[config.mk]
export PLATFORM = sky130hd
export DESIGN_NAME = char_lcd_4bit_interface
export DESIGN_NICKNAME = d
export VERILOG_FILES = /design/src/design/lcd4_pkg.sv /design/src/design/lcd4_front.sv /design/src/design/lcd4_queue.sv /design/src/design/lcd4_back.sv /design/src/design/char_lcd_4bit_interface.sv
export SDC_FILE = /design/constraint.sdc
export NUM_CORES = 1
export LEC_CHECK = 0
export BUFFER_PORTS_ARGS = -buffer_cell sky130_fd_sc_hd__buf_2
export CORE_UTILIZATION = 40
export DETAILED_ROUTE_END_ITERATION = 6
export MAX_ROUTING_LAYER = met4
export PLACE_DENSITY = 0.66
export SETUP_SLACK_MARGIN = 0.15
export SYNTH_ARGS = -nofsm -noshare
export SYNTH_HDL_FRONTEND = slang
export SYNTH_SLANG_ARGS = --single-unit
[constraint.sdc]
create_clock -name clk -period 7.8 [get_ports clk]
set_input_delay 0 -clock clk [delete_from_list [all_inputs] [get_ports clk]]
set_output_delay 0 -clock clk [all_outputs]
set_load 0.1 [all_outputs]
[src/design/lcd4_pkg.sv]
// ----------------------------------------------------------------------------
// lcd4_pkg: shared types and constants for the 4-bit character LCD block
// Request codes, queue entry layout, strobe layout and the power-up table.
// ----------------------------------------------------------------------------
`default_nettype none

package lcd4_pkg;

  // Request codes on in_cmd
  localparam logic [2:0] CMD_INIT   = 3'd0;
  localparam logic [2:0] CMD_INSTR  = 3'd1;
  localparam logic [2:0] CMD_DATA   = 3'd2;
  localparam logic [2:0] CMD_CURSOR = 3'd3;
  localparam logic [2:0] CMD_CLEAR  = 3'd4;

  // Configuration register indexes
  localparam logic CFG_ENABLE_PULSE  = 1'b0;
  localparam logic CFG_CYCLES_PER_MS = 1'b1;

  // Queue entry kinds
  localparam logic KIND_BYTE = 1'b0;
  localparam logic KIND_INIT = 1'b1;

  // Fixed command bytes
  localparam logic [7:0] LCD_SET_DDRAM  = 8'h80;
  localparam logic [7:0] LCD_ROW1_BASE  = 8'h40;
  localparam logic [7:0] LCD_BLANK_CMD  = 8'h01;
  localparam logic [2:0] WAIT_CURSOR_MS = 3'd1;
  localparam logic [2:0] WAIT_CLEAR_MS  = 3'd2;

  // Power-up run length
  localparam int unsigned INIT_STROBES = 15;
  localparam logic [3:0]  INIT_LAST    = 4'(INIT_STROBES - 1);

  // One request as queued between front and back
  typedef struct packed {
    logic       kind;       // byte pair or power-up run
    logic       rs;         // register select for a byte pair
    logic [7:0] byte_val;   // byte for a byte pair
    logic [2:0] after_ms;   // wait after the low nibble
  } entry_t;

  // One strobe as handed out
  typedef struct packed {
    logic       rs;
    logic [3:0] nibble;
    logic [5:0] before_ms;
    logic [2:0] after_ms;
    logic       last;
  } strobe_t;

  // Power-up sequence: three 0x3 nibbles, then 0x02 0x08 0x0F 0x01 0x06 0x02
  function automatic strobe_t init_strobe(input logic [3:0] step);
    strobe_t s;
    s = '0;
    unique case (step)
      4'd0:  begin s.nibble = 4'h3; s.before_ms = 6'd40; s.after_ms = 3'd5; end
      4'd1:  begin s.nibble = 4'h3; s.after_ms = 3'd1; end
      4'd2:  begin s.nibble = 4'h3; s.after_ms = 3'd1; end
      4'd3:  begin s.nibble = 4'h0; end
      4'd4:  begin s.nibble = 4'h2; s.after_ms = 3'd1; end
      4'd5:  begin s.nibble = 4'h0; end
      4'd6:  begin s.nibble = 4'h8; s.after_ms = 3'd1; end
      4'd7:  begin s.nibble = 4'h0; end
      4'd8:  begin s.nibble = 4'hF; s.after_ms = 3'd1; end
      4'd9:  begin s.nibble = 4'h0; end
      4'd10: begin s.nibble = 4'h1; s.after_ms = 3'd2; end
      4'd11: begin s.nibble = 4'h0; end
      4'd12: begin s.nibble = 4'h6; s.after_ms = 3'd1; end
      4'd13: begin s.nibble = 4'h0; end
      4'd14: begin s.nibble = 4'h2; s.after_ms = 3'd2; end
      default: s = '0;
    endcase
    s.last = (step == INIT_LAST);
    return s;
  endfunction

endpackage

`default_nettype wire

[src/design/lcd4_front.sv]
// ----------------------------------------------------------------------------
// lcd4_front: request decoder
// Turns each incoming beat into one queue entry, or drops it when it
// produces no strobes (unknown code, cursor on rows 2 and 3).
// ----------------------------------------------------------------------------
`default_nettype none

module lcd4_front (
  input  wire logic          in_valid,
  output logic               in_ready,
  input  wire logic [2:0]    in_cmd,
  input  wire logic [7:0]    in_byte_value,
  input  wire logic [5:0]    in_column,
  input  wire logic [1:0]    in_row,
  output logic               push,
  output lcd4_pkg::entry_t   push_entry,
  input  wire logic          q_ready
);
  import lcd4_pkg::*;

  logic       keep;
  logic [7:0] row1_addr;

  // Second row starts at DDRAM 0x40; column is at most 63 so no carry out
  assign row1_addr = LCD_ROW1_BASE + {2'b00, in_column};

  // Classify the request
  always_comb begin
    keep       = 1'b1;
    push_entry = '0;
    unique case (in_cmd)
      CMD_INIT: begin
        push_entry.kind = KIND_INIT;
      end
      CMD_INSTR: begin
        push_entry.kind     = KIND_BYTE;
        push_entry.byte_val = in_byte_value;
      end
      CMD_DATA: begin
        push_entry.kind     = KIND_BYTE;
        push_entry.rs       = 1'b1;
        push_entry.byte_val = in_byte_value;
      end
      CMD_CURSOR: begin
        push_entry.kind     = KIND_BYTE;
        push_entry.after_ms = WAIT_CURSOR_MS;
        priority if (in_row == 2'd0) begin
          push_entry.byte_val = LCD_SET_DDRAM | {2'b00, in_column};
        end else if (in_row == 2'd1) begin
          push_entry.byte_val = LCD_SET_DDRAM | row1_addr;
        end else begin
          keep = 1'b0;
        end
      end
      CMD_CLEAR: begin
        push_entry.kind     = KIND_BYTE;
        push_entry.byte_val = LCD_BLANK_CMD;
        push_entry.after_ms = WAIT_CLEAR_MS;
      end
      default: keep = 1'b0;
    endcase
  end

  // A beat is taken whenever the queue has room; dropped beats never enter it
  assign in_ready = q_ready;
  assign push     = in_valid & q_ready & keep;

endmodule

`default_nettype wire

[src/design/lcd4_queue.sv]
// ----------------------------------------------------------------------------
// lcd4_queue: request queue
// Small FIFO between decoder and strobe sequencer.
// ----------------------------------------------------------------------------
`default_nettype none

module lcd4_queue #(
  parameter int unsigned DEPTH = 2
) (
  input  wire logic             clk,
  input  wire logic             rst_n,
  input  wire logic             push,
  input  wire lcd4_pkg::entry_t push_entry,
  output logic                  q_ready,
  input  wire logic             pop,
  output lcd4_pkg::entry_t      pop_entry,
  output logic                  q_valid
);
  import lcd4_pkg::*;

  localparam int unsigned AW = (DEPTH > 1) ? $clog2(DEPTH) : 1;
  localparam int unsigned CW = $clog2(DEPTH + 1);

  entry_t        mem_r [DEPTH];
  logic [AW-1:0] wr_ptr_r, wr_ptr_nxt;
  logic [AW-1:0] rd_ptr_r, rd_ptr_nxt;
  logic [CW-1:0] count_r, count_nxt;
  logic          do_push, do_pop;

  assign q_ready   = (count_r != CW'(DEPTH));
  assign q_valid   = (count_r != '0);
  assign pop_entry = mem_r[rd_ptr_r];
  assign do_push   = push & q_ready;
  assign do_pop    = pop & q_valid;

  // Pointer and fill bookkeeping
  always_comb begin
    wr_ptr_nxt = wr_ptr_r;
    rd_ptr_nxt = rd_ptr_r;
    count_nxt  = count_r;
    if (do_push) begin
      wr_ptr_nxt = (wr_ptr_r == AW'(DEPTH - 1)) ? '0 : wr_ptr_r + AW'(1);
    end
    if (do_pop) begin
      rd_ptr_nxt = (rd_ptr_r == AW'(DEPTH - 1)) ? '0 : rd_ptr_r + AW'(1);
    end
    if (do_push && !do_pop) begin
      count_nxt = count_r + CW'(1);
    end else if (do_pop && !do_push) begin
      count_nxt = count_r - CW'(1);
    end
  end

  always_ff @(posedge clk) begin
    if (!rst_n) begin
      wr_ptr_r <= '0;
      rd_ptr_r <= '0;
      count_r  <= '0;
    end else begin
      wr_ptr_r <= wr_ptr_nxt;
      rd_ptr_r <= rd_ptr_nxt;
      count_r  <= count_nxt;
    end
  end

  // Storage
  always_ff @(posedge clk) begin
    if (do_push) begin
      mem_r[wr_ptr_r] <= push_entry;
    end
  end

endmodule

`default_nettype wire

[src/design/lcd4_back.sv]
// ----------------------------------------------------------------------------
// lcd4_back: strobe sequencer
// Expands one queued request into its nibble strobes, holds each for the
// enable pulse time and hands it out through an output register.
// ----------------------------------------------------------------------------
`default_nettype none

module lcd4_back (
  input  wire logic             clk,
  input  wire logic             rst_n,
  input  wire logic [15:0]      pulse_cycles,
  input  wire logic             q_valid,
  input  wire lcd4_pkg::entry_t q_entry,
  output logic                  pop,
  output logic                  out_valid,
  input  wire logic             out_ready,
  output lcd4_pkg::strobe_t     out_strobe
);
  import lcd4_pkg::*;

  logic        cur_valid_r, cur_valid_nxt;
  entry_t      cur_r, cur_nxt;
  logic [3:0]  step_r, step_nxt;
  logic [15:0] cnt_r, cnt_nxt;
  logic        out_valid_r, out_valid_nxt;
  strobe_t     out_r, out_nxt;

  strobe_t     strobe;
  logic        pulse_done;
  logic        out_free;
  logic        fire;

  // Current strobe of the request in hand
  always_comb begin
    if (cur_r.kind == KIND_INIT) begin
      strobe = init_strobe(step_r);
    end else begin
      strobe           = '0;
      strobe.rs        = cur_r.rs;
      strobe.nibble    = (step_r == 4'd0) ? cur_r.byte_val[7:4] : cur_r.byte_val[3:0];
      strobe.after_ms  = (step_r == 4'd0) ? 3'd0 : cur_r.after_ms;
      strobe.last      = (step_r != 4'd0);
    end
  end

  // Enable pulse has run its length
  assign pulse_done = ({1'b0, cnt_r} + 17'd1) >= {1'b0, pulse_cycles};
  assign out_free   = !out_valid_r || out_ready;
  assign fire       = cur_valid_r && pulse_done && out_free;
  assign pop        = q_valid && (!cur_valid_r || (fire && strobe.last));

  // Sequencer
  always_comb begin
    cur_valid_nxt = cur_valid_r;
    cur_nxt       = cur_r;
    step_nxt      = step_r;
    cnt_nxt       = cnt_r;
    priority if (pop) begin
      cur_valid_nxt = 1'b1;
      cur_nxt       = q_entry;
      step_nxt      = '0;
      cnt_nxt       = '0;
    end else if (fire) begin
      cur_valid_nxt = !strobe.last;
      step_nxt      = step_r + 4'd1;
      cnt_nxt       = '0;
    end else if (cur_valid_r && !pulse_done) begin
      cnt_nxt = cnt_r + 16'd1;
    end
  end

  // Output register: one strobe waits here while the next pulse runs
  always_comb begin
    out_valid_nxt = out_valid_r;
    out_nxt       = out_r;
    if (fire) begin
      out_valid_nxt = 1'b1;
      out_nxt       = strobe;
    end else if (out_ready) begin
      out_valid_nxt = 1'b0;
    end
  end

  always_ff @(posedge clk) begin
    if (!rst_n) begin
      cur_valid_r <= 1'b0;
      step_r      <= '0;
      cnt_r       <= '0;
      out_valid_r <= 1'b0;
    end else begin
      cur_valid_r <= cur_valid_nxt;
      step_r      <= step_nxt;
      cnt_r       <= cnt_nxt;
      out_valid_r <= out_valid_nxt;
    end
  end

  always_ff @(posedge clk) begin
    cur_r <= cur_nxt;
    out_r <= out_nxt;
  end

  assign out_valid  = out_valid_r;
  assign out_strobe = out_r;

endmodule

`default_nettype wire

[src/design/char_lcd_4bit_interface.sv]
// ----------------------------------------------------------------------------
// char_lcd_4bit_interface: character LCD front end for a 4-bit bus
// Decoder, request queue and strobe sequencer behind valid/ready channels.
// ----------------------------------------------------------------------------
// Each request beat becomes a run of nibble strobes on the out_ channel:
// two for a command, data, cursor or clear request, fifteen for initialise,
// none for an unknown code or a cursor request on rows 2 and 3. Every strobe
// is held back by the enable pulse counter in the sequencer until the
// programmed enable pulse length has run since the previous strobe or the
// taking of its request, and it also waits while the output register is full.
// Requests are taken one per cycle while the two-entry queue has room.
// The millisecond waits are reported in each strobe's wait fields and are
// timed downstream; a write to cycles_per_millisecond is taken and has no
// effect on the strobes.
// ----------------------------------------------------------------------------
`default_nettype none

module char_lcd_4bit_interface #(
  parameter int unsigned QUEUE_DEPTH = 2
) (
  input  wire logic         clk,
  input  wire logic         rst_n,
  // request channel
  input  wire logic         in_valid,
  output logic              in_ready,
  input  wire logic [2:0]   in_cmd,
  input  wire logic [7:0]   in_byte_value,
  input  wire logic [5:0]   in_column,
  input  wire logic [1:0]   in_row,
  // strobe channel
  output logic              out_valid,
  input  wire logic         out_ready,
  output logic              out_register_select,
  output logic [3:0]        out_nibble,
  output logic [5:0]        out_wait_before_ms,
  output logic [2:0]        out_wait_after_ms,
  output logic              out_last_strobe,
  // configuration writes
  input  wire logic         cfg_we,
  input  wire logic         cfg_index,
  input  wire logic [19:0]  cfg_data
);
  import lcd4_pkg::*;

  logic [15:0] pulse_r;
  logic        push, pop, q_ready, q_valid;
  entry_t      push_entry, pop_entry;
  strobe_t     strobe;

  // Enable pulse length register
  always_ff @(posedge clk) begin
    if (!rst_n) begin
      pulse_r <= 16'd1000;
    end else if (cfg_we && (cfg_index == CFG_ENABLE_PULSE)) begin
      pulse_r <= cfg_data[15:0];
    end
  end

  lcd4_front u_front (
    .in_valid      (in_valid),
    .in_ready      (in_ready),
    .in_cmd        (in_cmd),
    .in_byte_value (in_byte_value),
    .in_column     (in_column),
    .in_row        (in_row),
    .push          (push),
    .push_entry    (push_entry),
    .q_ready       (q_ready)
  );

  lcd4_queue #(
    .DEPTH (QUEUE_DEPTH)
  ) u_queue (
    .clk        (clk),
    .rst_n      (rst_n),
    .push       (push),
    .push_entry (push_entry),
    .q_ready    (q_ready),
    .pop        (pop),
    .pop_entry  (pop_entry),
    .q_valid    (q_valid)
  );

  lcd4_back u_back (
    .clk          (clk),
    .rst_n        (rst_n),
    .pulse_cycles (pulse_r),
    .q_valid      (q_valid),
    .q_entry      (pop_entry),
    .pop          (pop),
    .out_valid    (out_valid),
    .out_ready    (out_ready),
    .out_strobe   (strobe)
  );

  assign out_register_select = strobe.rs;
  assign out_nibble          = strobe.nibble;
  assign out_wait_before_ms  = strobe.before_ms;
  assign out_wait_after_ms   = strobe.after_ms;
  assign out_last_strobe     = strobe.last;

endmodule

`default_nettype wire

### After elaboration in Yosys (flattened, before gate mapping)

Memory sizes are Yosys's and may differ from the RTL's. A register that Yosys moved wholly into a read port is not among the register bits.
Index checks and enable logic that the tools add are counted.

| word-level totals | value |
|---|---|
| flip-flop bits (word level) | 60 |
| memory bits (writable) | 24 |
| input bits | 45 |
| output and inout port bits | 17 |
| logic and storage cells | 101 |
| memories kept | 1 |

Memories:

| memory | words | width | rd ports | clocked after memory_dff | wr ports | RTL line | RTL |
|---|---|---|---|---|---|---|---|
| u_queue.mem_r | 2 | 12 | 1 | 1 | 1 | lcd4_queue.sv:24 | `entry_t mem_r [DEPTH];` |

| operators by class | value |
|---|---|
| $add $sub $neg | 8 |
| magnitude comparators | 1 |
| equal/unequal tests | 14 |
| mux-type cells | 25 |
| bitwise operators | 6 |
| reduce and logical (&&, ||, !) cells | 32 |

Operator list:

| kind | count |
|---|---|
| one-hot mux 4 bit (6 select lines) | 1 |
| one-hot mux 8 bit (3 select lines) | 1 |
| adder 16 x 1 -> 17 bit, second input constant | 1 |
| >= comparator 17 x 16 -> 1 bit | 1 |
| adder 16 x 1 -> 16 bit, second input constant | 1 |
| == test 4 bit, second input constant | 4 |
| 2-to-1 mux 8 bit | 2 |
| 2-to-1 mux 14 bit | 1 |
| 2-to-1 mux 1 bit | 12 |
| one-hot mux 3 bit (3 select lines) | 1 |
| == test 4 x 3 -> 1 bit, second input constant | 2 |
| logical AND 1 bit | 8 |
| nonzero test 2 bit | 4 |
| OR reduction 2 bit | 4 |
| adder 7 x 6 -> 7 bit, first input constant | 1 |
| == test 3 x 2 -> 1 bit, second input constant | 2 |
| logical NOT 1 bit | 6 |
| 2-to-1 mux 6 bit | 1 |
| OR reduction 3 bit | 2 |
| OR reduction 6 bit | 1 |
| adder 4 x 1 -> 4 bit, second input constant | 1 |
| AND 1 bit | 4 |
| == test 4 x 1 -> 1 bit, second input constant | 1 |
| == test 4 x 2 -> 1 bit, second input constant | 1 |
| other kinds (19) | 23 |

### Longest topological paths before layout

Gate-level depths: netlist (run 1).

| logic depth | value |
|---|---|
| depth after elaboration | 11 |
| depth in mapped cells | 15 |
| gate-level depth less buffers | 15 |

### By module

From an unflattened synthesis (run 1), not the netlist that was laid out.

| second synthesis, totals | value |
|---|---|
| cells, all modules | 455 |
| area total of the unflattened synthesis | 4,773.3 µm² |

By module, submodules not included:

| module | instances | cells an instance | area an instance (µm²) | seq. area each (µm²) |
|---|---|---|---|---|
| lcd4_back | 1 | 282 | 2,681.3 | 1,131.1 |
| lcd4_queue | 1 | 64 | 1,174.9 | 880.8 |
| char_lcd_4bit_interface | 1 | 70 | 666.9 | 320.3 |
| lcd4_front | 1 | 39 | 250.2 | 0.0 |

### Least setup slack after synthesis (run 1)

No wires, ideal clock.

| timing | value |
|---|---|
| path kind | reg-to-reg |
| start | register u_back.cnt_r[3] |
| end | register u_queue.count_r[1] |
| library setup time | 0.070 ns |
| arrival | 3.278 ns |
| required time | 7.730 ns |
| path slack | 4.451 ns |
| stages on the path, launching flop included | 14 |
| path buffers | 0 |
| period minus slack after synthesis | 3.349 ns |
| cell sequence | dfxtp_1 nand4_1 nor3_2 and3_1 xor2_1 ha_1 nand3_1 or2_1 a311oi_4 nor2_2 a21o_1 ha_1 or3_1 a21oi_1 |

| on the way | value |
|---|---|
| longest elaborated chain between the ends | 11 |
| elaborated cells on any way between the ends | 13 |
| classes of those cells | add/sub: 1; order compare: 1; mux: 1; bitwise: 1; reduce/logical: 9 |

Ends and longest elaborated chain:

| item | RTL line | RTL |
|---|---|---|
| from (decl) | lcd4_back.sv:24 | `logic [15:0] cnt_r, cnt_nxt;` |
| from (signal assigned) | lcd4_back.sv:93 | `cnt_r <= cnt_nxt;` |
| adder 16 x 1 -> 17 bit (*) | lcd4_back.sv:47 | `assign pulse_done = ({1'b0, cnt_r} + 17'd1) >= {1'b0, pulse_cycles};` |
| >= comparator 17 x 16 -> 1 bit (*) | lcd4_back.sv:47 |  |
| logical AND 1 bit (*) (2 in a row) | lcd4_back.sv:49 | `assign fire = cur_valid_r && pulse_done && out_free;` |
| logical AND 1 bit (*) | lcd4_back.sv:50 | `assign pop = q_valid && (!cur_valid_r \|\| (fire && strobe.last));` |
| logical OR 1 bit (*) | lcd4_back.sv:50 |  |
| logical AND 1 bit (*) | lcd4_back.sv:50 |  |
| AND 1 bit (*) | lcd4_queue.sv:34 | `assign do_pop = pop & q_valid;` |
| logical NOT 1 bit | lcd4_queue.sv:47 | `if (do_push && !do_pop) begin` |
| logical AND 1 bit | lcd4_queue.sv:47 |  |
| 2-to-1 mux 2 bit or nonzero test 2 bit (tied branches) | -- |  |
| to (signal assigned) | lcd4_queue.sv:62 | `count_r <= count_nxt;` |
| to (decl) | lcd4_queue.sv:27 | `logic [CW-1:0] count_r, count_nxt;` |

Every way passes the cells marked *; elsewhere a longest branch is shown, timed or not.
A chain may end at the register's enable or synchronous reset.

### Final worst setup path (run 1)

| timing | value |
|---|---|
| start | register u_back.cnt_r[0] |
| end | register u_back.cnt_r[2] |

| on the way | value |
|---|---|
| longest elaborated chain between the ends | 8 |
| elaborated cells on any way between the ends | 11 |
| classes of those cells | add/sub: 2; order compare: 1; reduce/logical: 8 |

Ends and longest elaborated chain:

| item | RTL line |
|---|---|
| adder 16 x 1 -> 17 bit | lcd4_back.sv:47 |
| >= comparator 17 x 16 -> 1 bit | lcd4_back.sv:47 |
| logical AND 1 bit (2 in a row) | lcd4_back.sv:49 |
| logical AND 1 bit | lcd4_back.sv:50 |
| logical OR 1 bit | lcd4_back.sv:50 |
| logical AND 1 bit | lcd4_back.sv:50 |
| OR reduction 3 bit (no line) | -- |

Several ways; a longest one is shown, not always the timed one.

==> flow_summary.toml, run 1 <==
[die]
rows = 39
die_w_um = 111
die_height_um = 111
dieArea_mm2 = 0.0124
start_util_pct = 41.4
design.core.area_mm2 = 0.0116
io_pins = 62

[clock_tree]
clock_path_buffers = 2
clk_latency_ps = 340
clock-root-buffer = "clkbuf_16"
cts_max_level = 3
clock-sinks = 88
cts_hold_buf = 16
cts_setup_buffers = 0
cts_resized = 0
clk_pin_slew_worst_paths_ps = 70
tritoncts = "yes"
cts_buffers = 9

[place]
hpwl_mm = 6.79
gp_congestion = 0.804
placed_cells = 666
io_buffers = 53

[routing]
drtAntennaViolNets = 0
drc_errors = 4
drt_iter0_markers = 183
viasPerCell = 5.24
wl_mm = 10.0
wire_per_inst_um = 14.3
drtPass1Iterations = 7
num_vias = 3659

[grt]
met1_usage_pct = 23.1
antenna_found_initial = 0
grt_pass1_wl_mm = 17.1
busiest_layer = "met2"
first_global_vias = 3508
grt.total_usage_pct = 17.8
grt-ovfl-total = 0
met3_usage_pct = 3.05
grt.met2_usage_pct = 27.7
grt_max_degree = 35

[final_layout]
drive_above_1_share_pct = 18.6
multiInputGateArea_mm2 = 0.00231
final_cells = 698
regArea_mm2 = 0.00222
area_growth_pct = 15.8
fill_cells = 1050
final_util_pct = 47.9
num_antenna_cells = 0
layout_commonest_cell = "nand2_1"
nets = 617
layout_common_cells = "nand2_1, buf_2, edfxtp_1"

[sta]
period_minus_slack_ps = 4030
finalMaxSlewViolations = 0
hold_viol = 0
slew-limit-headroom_pct = 28.1
setup-violations-final = 0
timing.final.crit_share_pct = 51.7
rsz0062_at_grt = "no"
tightest_slew_ps = 1070
timing.fmax_mhz = 248
fin_setup_tns_ps = 0
worst_clock_skew_ps = 4.10

[worst_setup_path]
end_kind = "flip-flop"
path_class = "flip-flop to flip-flop"
cpPeakStageDelay_ps = 870
crit_fanout = 21
cp.buffers_inverters = 0
required_ps = 7980
cp_top_family = "compound AO/OA/AOI/OAI gates"
crit_path_top_delay_cell = "o21ai_1"
arrival_ps = 4210
crit_path_start = "u_back.cnt_r[0]"
cp-start-kind = "flip-flop"
r2r_start = "u_back.cnt_r[0]"
crit_chain = "ha_1 > nand3_2 > nor3_2 > nand2_1 > xnor2_1 > ha_1 > a21o_1 > a21o_1 > a41o_2 > or2_4 > o21ai_1 > o21ai_0"

[yosys]
async_flop_share_pct = 0
ys.flop_type = "edfxtp_1"
synth_cells = 496
ys_warn_count = 0
syn_area_per_cell_um2 = 9.65
synth-edff-count = 46
synth.distinct_cells = 59
synth_area_mm2 = 0.00479
ys_seq_area_share_pct = 46.4
synth_seq_cells = 88

[hold_path]
worstHoldStart = "cfg_index"
hp-class = "primary input to flip-flop"

[status]
status = "finished, violations left"
violations = "DRC"

[job]
maxCapViolations = 0

[pwr]
p_leak_nw = 2.15
cellPowerDensity_mw_per_mm2 = 232
ir_drop_mv = 0.142
==> worst paths after layout <==
| check | endpoint | slack (ps) | cells after the start |
|---|---|---|---|
| min | pulse_r[0] | 30 | 4 |
| max | u_back.cnt_r[2] | 3770 | 12 |
| min reg2reg | pulse_r[11] | 460 | 2 |
| max reg2reg | u_back.cnt_r[2] | 3770 | 12 |
==> final cells by class <==
| type | count | area share [%] |
|---|---|---|
| tap | 143 | 3.23 |
| multi-input combinational | 350 | 41.6 |
| timing repair buffer | 71 | 7.94 |
| inverter | 30 | 2.03 |
| sequential | 88 | 40.1 |
| clock buffer | 11 | 4.38 |
| clock inverter | 5 | 0.745 |
==> per-layer routing <==
metal / up-vias / part of all wire, %
li1: 1881 / -
met1: 1684 / 49
met2: 81 / 45
met3: 13 / 3.4
met4: 0 / 1.9
met5: - / 0
==> cells in the mapped netlist, drive strengths merged (4+ instances only) <==
cell	instances	area, um2
nand2b	5	31.3
a22oi	7	57.6
or3	10	62.6
nand4	7	50.1
mux2i	8	80.1
o21ai	37	189
o211ai	14	105
a211o	10	87.6
and3	4	25.0
clkbuf	18	67.6
a211oi	7	62.6
dfxtp	42	841
nand2	65	244
nor3	12	70.1
xor2	6	52.6
nand3	18	105
edfxtp	46	1380
buf	13	91.3
nor2b	11	68.8
inv	30	113
ha	22	275
a21oi	24	120
or2	8	52.6
xnor2	9	78.8
nor2	21	81.3
mux2	12	135
==> state kept, by name, indices dropped and copies added (netlist names) <==
register	flops
u_queue.mem_r	24
pulse_r	16
u_back.cnt_r	16
u_back.cur_r	12
u_back.out_strobe	10
u_back.step_r	4
u_queue.count_r	2
u_back.cur_valid_r	1
u_back.out_valid	1
u_queue.rd_ptr_r	1
u_queue.wr_ptr_r	1
==> where the power goes <==
part | total (mW) | switching, mW | internal (mW)
combinational | 0.275 | 0.174 | 0.101
sequential | 0.601 | 0.0424 | 0.558
clock | 0.409 | 0.183 | 0.227
total | 1.29 | 0.399 | 0.886
==> worst register-to-register path, delay by kind of cell, from the launching register on <==
| family | cells | cell delay (ps) |
|---|---|---|
| AO/OA/AOI/OAI | 5 | 1740 |
| XOR/XNOR | 1 | 200 |
| adder cells (fa/ha/maj) | 2 | 530 |
| flip-flops | 1 | 450 |
| AND/OR/NAND/NOR | 4 | 960 |
==> stage by stage <==
stage	hold slack (ps)	total power, mW	cell area, um2	setup WS [ps]
6_report	26.7	1.29	5540	3770
5_1_grt	54.9	1.35	5540	3530
4_1_cts	19.0	1.29	5540	3800
3_5_place_dp	230	0.877	5100	3840
3_3_place_gp	227	0.870	5100	3870
2_1_floorplan	136	0.806	4800	4450
==> kinds of logic (layout without fill, tap and decap cells) <==
| group | Yosys count | count (layout) | share of synthesized area (%) |
|---|---|---|---|
| and+or+nand+nor | 171 | 171 | 18.0 |
| AOI/OAI and AO/OA | 118 | 118 | 16.8 |
| DFF | 88 | 88 | 46.4 |
| buffers and inverters | 61 | 117 | 5.67 |
| adders and majority gates | 22 | 22 | 5.75 |
| muxes | 20 | 20 | 4.49 |
| xor gates and xnor gates | 15 | 15 | 2.74 |
| other | 1 | 4 | 0.0783 |
No activity file was read; power rests on OpenSTA's default activity.
==> run 2, diff against run 1 <==
clock period = 4.2 ns   (was 7.8 ns; I/O delays follow)
==> run 2 against run 1 <==
  * The run still ends with DRC left
  * Final cell count is 0.57% higher
  * Wire length up 0.38%
  * Critical endpoint is now u_queue.count_r[1]
  * Non-clock buffer count is 4 higher
  * Sequential share of layout area shrank 0.27 points
  * Worst setup slack got worse by 3400 ps
  * Critical path type unchanged
  * Register-to-register slack got worse by 3400 ps
  * Hold slack improved by 16 ps
  * Flip-flop and latch count unchanged
  * Clock skew grew 1.4 ps
  * Highest routed layer unchanged
==> flow_summary.toml, run 2 (synthesized netlist as in run 1, its figures left out) <==
[routing]
wl_mm = 10.0
drtAntennaViolNets = 0
viasPerCell = 5.32
drc_errors = 4
num_vias = 3733
wire_per_inst_um = 14.3
drt_iter0_markers = 237
drtPass1Iterations = 6

[final_layout]
largest_reg_flops = 24
layout_commonest_cell = "nand2_1"
area_growth_pct = 16.6
post-route-cell-area_mm2 = 0.00559
drive_above_1_share_pct = 19.3
largestRegisters = "u_queue.mem_r (24), pulse_r (16), u_back.cnt_r (16)"
largest-register = "u_queue.mem_r"
fill_cells = 1054
nets = 621
num_antenna_cells = 0
layout_common_cells = "nand2_1, buf_2, edfxtp_1"

[status]
violations = "DRC"
status = "finished, violations left"

[worst_setup_path]
crit_path_top_delay_cell = "dfxtp_1"
cpPeakStageDelay_ps = 400
arrival_ps = 4110
end_kind = "flip-flop"
cp.buffers_inverters = 0
crit_chain = "ha_1 > nand3_2 > nor2_1 > nor2b_1 > or2_2 > ha_1 > nand4_1 > nor4_2 > nor3_1 > o211a_1 > a21o_1 > ha_1 > or3_1 > a21oi_1"
cpMostUsedCell = "ha_1"
crit_fanout = 7
required_ps = 4450
cp_top_family = "simple AND/OR/NAND/NOR gates"
cp-start-kind = "flip-flop"
path_class = "flip-flop to flip-flop"

[pwr]
p_leak_nw = 2.20
cellPowerDensity_mw_per_mm2 = 429
ir_drop_mv = 0.273

[sta]
setup-violations-final = 0
period_minus_slack_ps = 3860
slew-limit-headroom_pct = 29.4
fin_setup_tns_ps = 0
finalMaxSlewViolations = 0
worst_clock_skew_ps = 5.53
hold_viol = 0
rsz0062_at_grt = "no"
timing.final.crit_share_pct = 91.8
tightest_slew_ps = 1060
timing.fmax_mhz = 259

[grt]
first_global_vias = 3556
grt_max_degree = 35
antenna_found_initial = 0
grt-ovfl-total = 0
met1_usage_pct = 22.6
grt.total_usage_pct = 17.2
grt.met2_usage_pct = 26.8
grt_pass1_wl_mm = 16.8
met3_usage_pct = 3.43
busiest_layer = "met2"

[die]
start_util_pct = 41.4
rows = 39
dieArea_mm2 = 0.0124
design.core.area_mm2 = 0.0116
io_pins = 62
die_w_um = 111
die_height_um = 111

[clock_tree]
clk_latency_ps = 330
clock-root-buffer = "clkbuf_16"
cts_max_level = 3
clock-sinks = 88
clock_path_buffers = 2
clk_pin_slew_worst_paths_ps = 60
cts_buffers = 9
tritoncts = "yes"
cts_setup_buffers = 0

[job]
maxCapViolations = 0

[place]
place_area_mm2 = 0.00513
hpwl_mm = 7.06
gp_congestion = 0.841
io_buffers = 53

[hold_path]
hp-class = "primary input to flip-flop"
==> run 2: cell count changes in the layout (fill, tap and decap cells not counted), sizes merged <==
cell / change
inv: -1
clkinv: +1
buf: +4
==> run 2: timing repair <==
item                                    in CTS  in global routing
hold buffers                                16                  0
gates resized for setup                      0                  4
endpoints found under the setup margin       0                 11
endpoints found under the hold margin       16                  0
==> run 2: power breakdown <==
group	internal, mW	switching (mW)	total (mW)	leakage (nW)
Combinational	0.208	0.336	0.543	1.31
Clock	0.415	0.320	0.735	0.129
Sequential	1.04	0.0817	1.12	0.766
Total	1.66	0.737	2.40	2.20
==> run 2: path summary, 6_finish.rpt <==
check	endpoint	from	cells past startpoint	slack [ps]
worst max-delay path	u_queue.count_r[1]	u_back.cnt_r[1]	14	340
worst min-delay path	pulse_r[1]	cfg_index	4	40
worst max register to register	u_queue.count_r[1]	u_back.cnt_r[1]	14	340
worst min register to register	pulse_r[4]	pulse_r[4]	2	460
==> run 2: metrics by stage <==
| stage | cells | power [mW] | setup WS [ps] | hold WS [ps] | utilization [%] |
|---|---|---|---|---|---|
| 2_1_floorplan | 499 | 1.50 | 851 | 136 | - |
| 5_1_grt | 702 | 2.51 | 185 | 82.2 | 48.3 |
| 3_5_place_dp | 670 | 1.66 | 303 | 235 | 44.4 |
| 6_report | 702 | 2.40 | 345 | 43.0 | 48.3 |
| 4_1_cts | 702 | 2.41 | 277 | 26.9 | 48.1 |
| 3_3_place_gp | 670 | 1.64 | 414 | 226 | 44.4 |
==> run 2: layer usage <==
metal | vias to the layer above | routed length, um
met5 | - | 0
met4 | 0 | 165
met3 | 18 | 403
met2 | 89 | 4550
met1 | 1745 | 4920
li1 | 1881 | -
==> run 2: cell type report <==
class | count | area [um2] | area share, %
multi-input combinational | 350 | 2320 | 41.6
tap | 143 | 179 | 3.20
timing repair buffer | 75 | 470 | 8.42
sequential | 88 | 2220 | 39.8
clock inverter | 5 | 32.5 | 0.582
inverter | 30 | 113 | 2.02
clock buffer | 11 | 243 | 4.35
==> run 2: worst reg2reg max path: stages, from the launching register on <==
cell     delay (ps)
dfxtp_1         400
ha_1            230
nand3_2         210
nor2_1          190
nor2b_1          80
or2_2           300
ha_1            300
nand4_1         210
nor4_2          330
nor3_1          140
o211a_1         300
a21o_1          230
ha_1            330
or3_1           380
a21oi_1         140
==> run 3, diff against run 2 <==
REMOVE_ABC_BUFFERS = 1   (was default)
TNS_END_PERCENT = 50   (was default)
==> run 3 against run 2 <==
  * The run now ends clean
  * Maximum frequency increased by 0.89%
  * Global-route usage down 0.31 points
  * Worst setup slack gained 34 ps
  * Die area is the same
  * First-iteration DRC count decreased by 14%
  * Wire length decreased by 3.7%
  * Combinational power is 4.6% lower
  * Final cell count up 0.14%
  * Clock-buffer cell count is 1 lower
  * Core utilization fell by 0.097 points
  * Critical endpoint unchanged
  * Highest routed layer unchanged
==> flow_summary.toml, run 3 (synthesized netlist as in run 1, its figures left out) <==
[clock_tree]
cts_setup_buffers = 0
clk_pin_slew_worst_paths_ps = 60
cts_buffers = 9
cts_max_level = 3
clk_latency_ps = 340
clock-sinks = 88
clock-root-buffer = "clkbuf_16"
tritoncts = "yes"
clock_path_buffers = 2

[die]
die_w_um = 111
design.core.area_mm2 = 0.0116
start_util_pct = 41.4
dieArea_mm2 = 0.0124
rows = 39
io_pins = 62
die_height_um = 111

[worst_setup_path]
cpMostUsedCell = "ha_1"
r2r_start = "u_back.cnt_r[3]"
cp.buffers_inverters = 0
crit_chain = "nand4_1 > nor3_2 > and3_1 > xor2_1 > ha_1 > nand3_1 > or2_1 > a311oi_4 > nor2_2 > a21o_1 > ha_1 > or3_1 > a21oi_1"
crit_path_top_delay_cell = "dfxtp_1"
cpPeakStageDelay_ps = 440
required_ps = 4470
r2r_slack_ps = 380
arrival_ps = 4100
path_class = "flip-flop to flip-flop"
end_kind = "flip-flop"
reg2reg_to = "u_queue.count_r[1]"
cp-start-kind = "flip-flop"
cp_top_family = "simple AND/OR/NAND/NOR gates"
r2r_cells = 13
crit_fanout = 8

[hold_path]
hold_path_depth = 3
worstHoldStart = "in_byte_value[7]"
hold_end = "u_queue.mem_r[1][9]"
hp-class = "primary input to flip-flop"

[routing]
wire_per_inst_um = 13.8
viasPerCell = 5.26
drtPass1Iterations = 7
num_vias = 3695
wl_mm = 9.67
drtAntennaViolNets = 0
drc_errors = 0
drt_iter0_markers = 204

[final_layout]
largest_reg_flops = 24
nets = 622
layout_common_cells = "nand2_1, buf_2, edfxtp_1"
num_antenna_cells = 0
drive_above_1_share_pct = 19.3
final_util_pct = 48.2
largestRegisters = "u_queue.mem_r (24), pulse_r (16), u_back.cnt_r (16)"
area_growth_pct = 16.4
layout_commonest_cell = "nand2_1"
largest-register = "u_queue.mem_r"

[sta]
finalMaxSlewViolations = 0
tightest_slew_ps = 1040
timing.fmax_mhz = 262
hold_viol = 0
hold_ws_ps = 63.0
period_minus_slack_ps = 3820
fin_ws_ps = 379
timing.final.crit_share_pct = 91.0
setup-violations-final = 0
worst_clock_skew_ps = 7.55
slew-limit-headroom_pct = 30.7
fin_setup_tns_ps = 0
rsz0062_at_grt = "no"

[place]
hpwl_mm = 6.75
place_ws_ps = 426
gp_congestion = 0.785
io_buffers = 53

[pwr]
p_total_mw = 2.38
p_leak_nw = 2.18
cellPowerDensity_mw_per_mm2 = 426
ir_drop_mv = 0.309

[grt]
first_global_vias = 3531
busiest_layer = "met2"
antenna_found_initial = 0
grt-ovfl-total = 0
grt.total_usage_pct = 16.9
grt.met2_usage_pct = 26.3
grt_pass1_wl_mm = 16.5
met1_usage_pct = 22.0
met3_usage_pct = 2.72
grt_max_degree = 35

[status]
status = "finished, final reports clean"

[job]
maxCapViolations = 0
## run 3: cell type report
cell class / count / area [um2]
clock inverters: 6 / 46.3
well taps: 143 / 179
fillers: 1051 / 5990
inverters: 30 / 113
multi-input cells: 350 / 2310
flip-flops and latches: 88 / 2220
repair buffers: 76 / 478
clock buffers: 10 / 229
## run 3: worst reg2reg max path, stage by stage (launching register included)
cell,delay (ps)
dfxtp_1,440
nand4_1,200
nor3_2,400
and3_1,270
xor2_1,90
ha_1,300
nand3_1,170
or2_1,310
a311oi_4,340
nor2_2,180
a21o_1,220
ha_1,330
or3_1,380
a21oi_1,140
## run 3: how the worst max path moves through the flow
stage                          from            endpoint  depth (start not counted)  slack, ps
floorplan           u_back.cnt_r[3]  u_queue.count_r[1]                         13        840
global placement    u_back.cnt_r[0]  u_queue.count_r[1]                         13        460
detailed placement  u_back.cnt_r[0]  u_queue.count_r[1]                         14        430
CTS                 u_back.cnt_r[0]  u_queue.count_r[1]                         14        390
global route        u_back.cnt_r[3]  u_queue.count_r[1]                         13        190
finish              u_back.cnt_r[3]  u_queue.count_r[1]                         13        380
## run 3: what timing repair did
item / CTS / global route
hold endpoints to repair: 16 / 0
endpoints found under the setup margin: 0 / 3
hold buffers: 16 / 0
gates resized for setup: 0 / 1
## run 3: metal layers
layer,wire length [um],share of wire (%)
met1,4790,49
met2,4420,46
met3,305,3.2
met4,160,1.7
met5,0,0
## run 3: power breakdown
| group | switching [mW] | internal [mW] | leakage [nW] |
|---|---|---|---|
| clock | 0.335 | 0.403 | 0.130 |
| sequential | 0.0813 | 1.04 | 0.766 |
| combinational | 0.320 | 0.198 | 1.28 |
| total | 0.737 | 1.64 | 2.18 |
## run 3: metrics by stage
step                std cells  instance area, um2
detailed placement        671                5140
floorplan                 468                4640
finish                    703                5570
global route              703                5570
CTS                       703                5570
global placement          671                5140
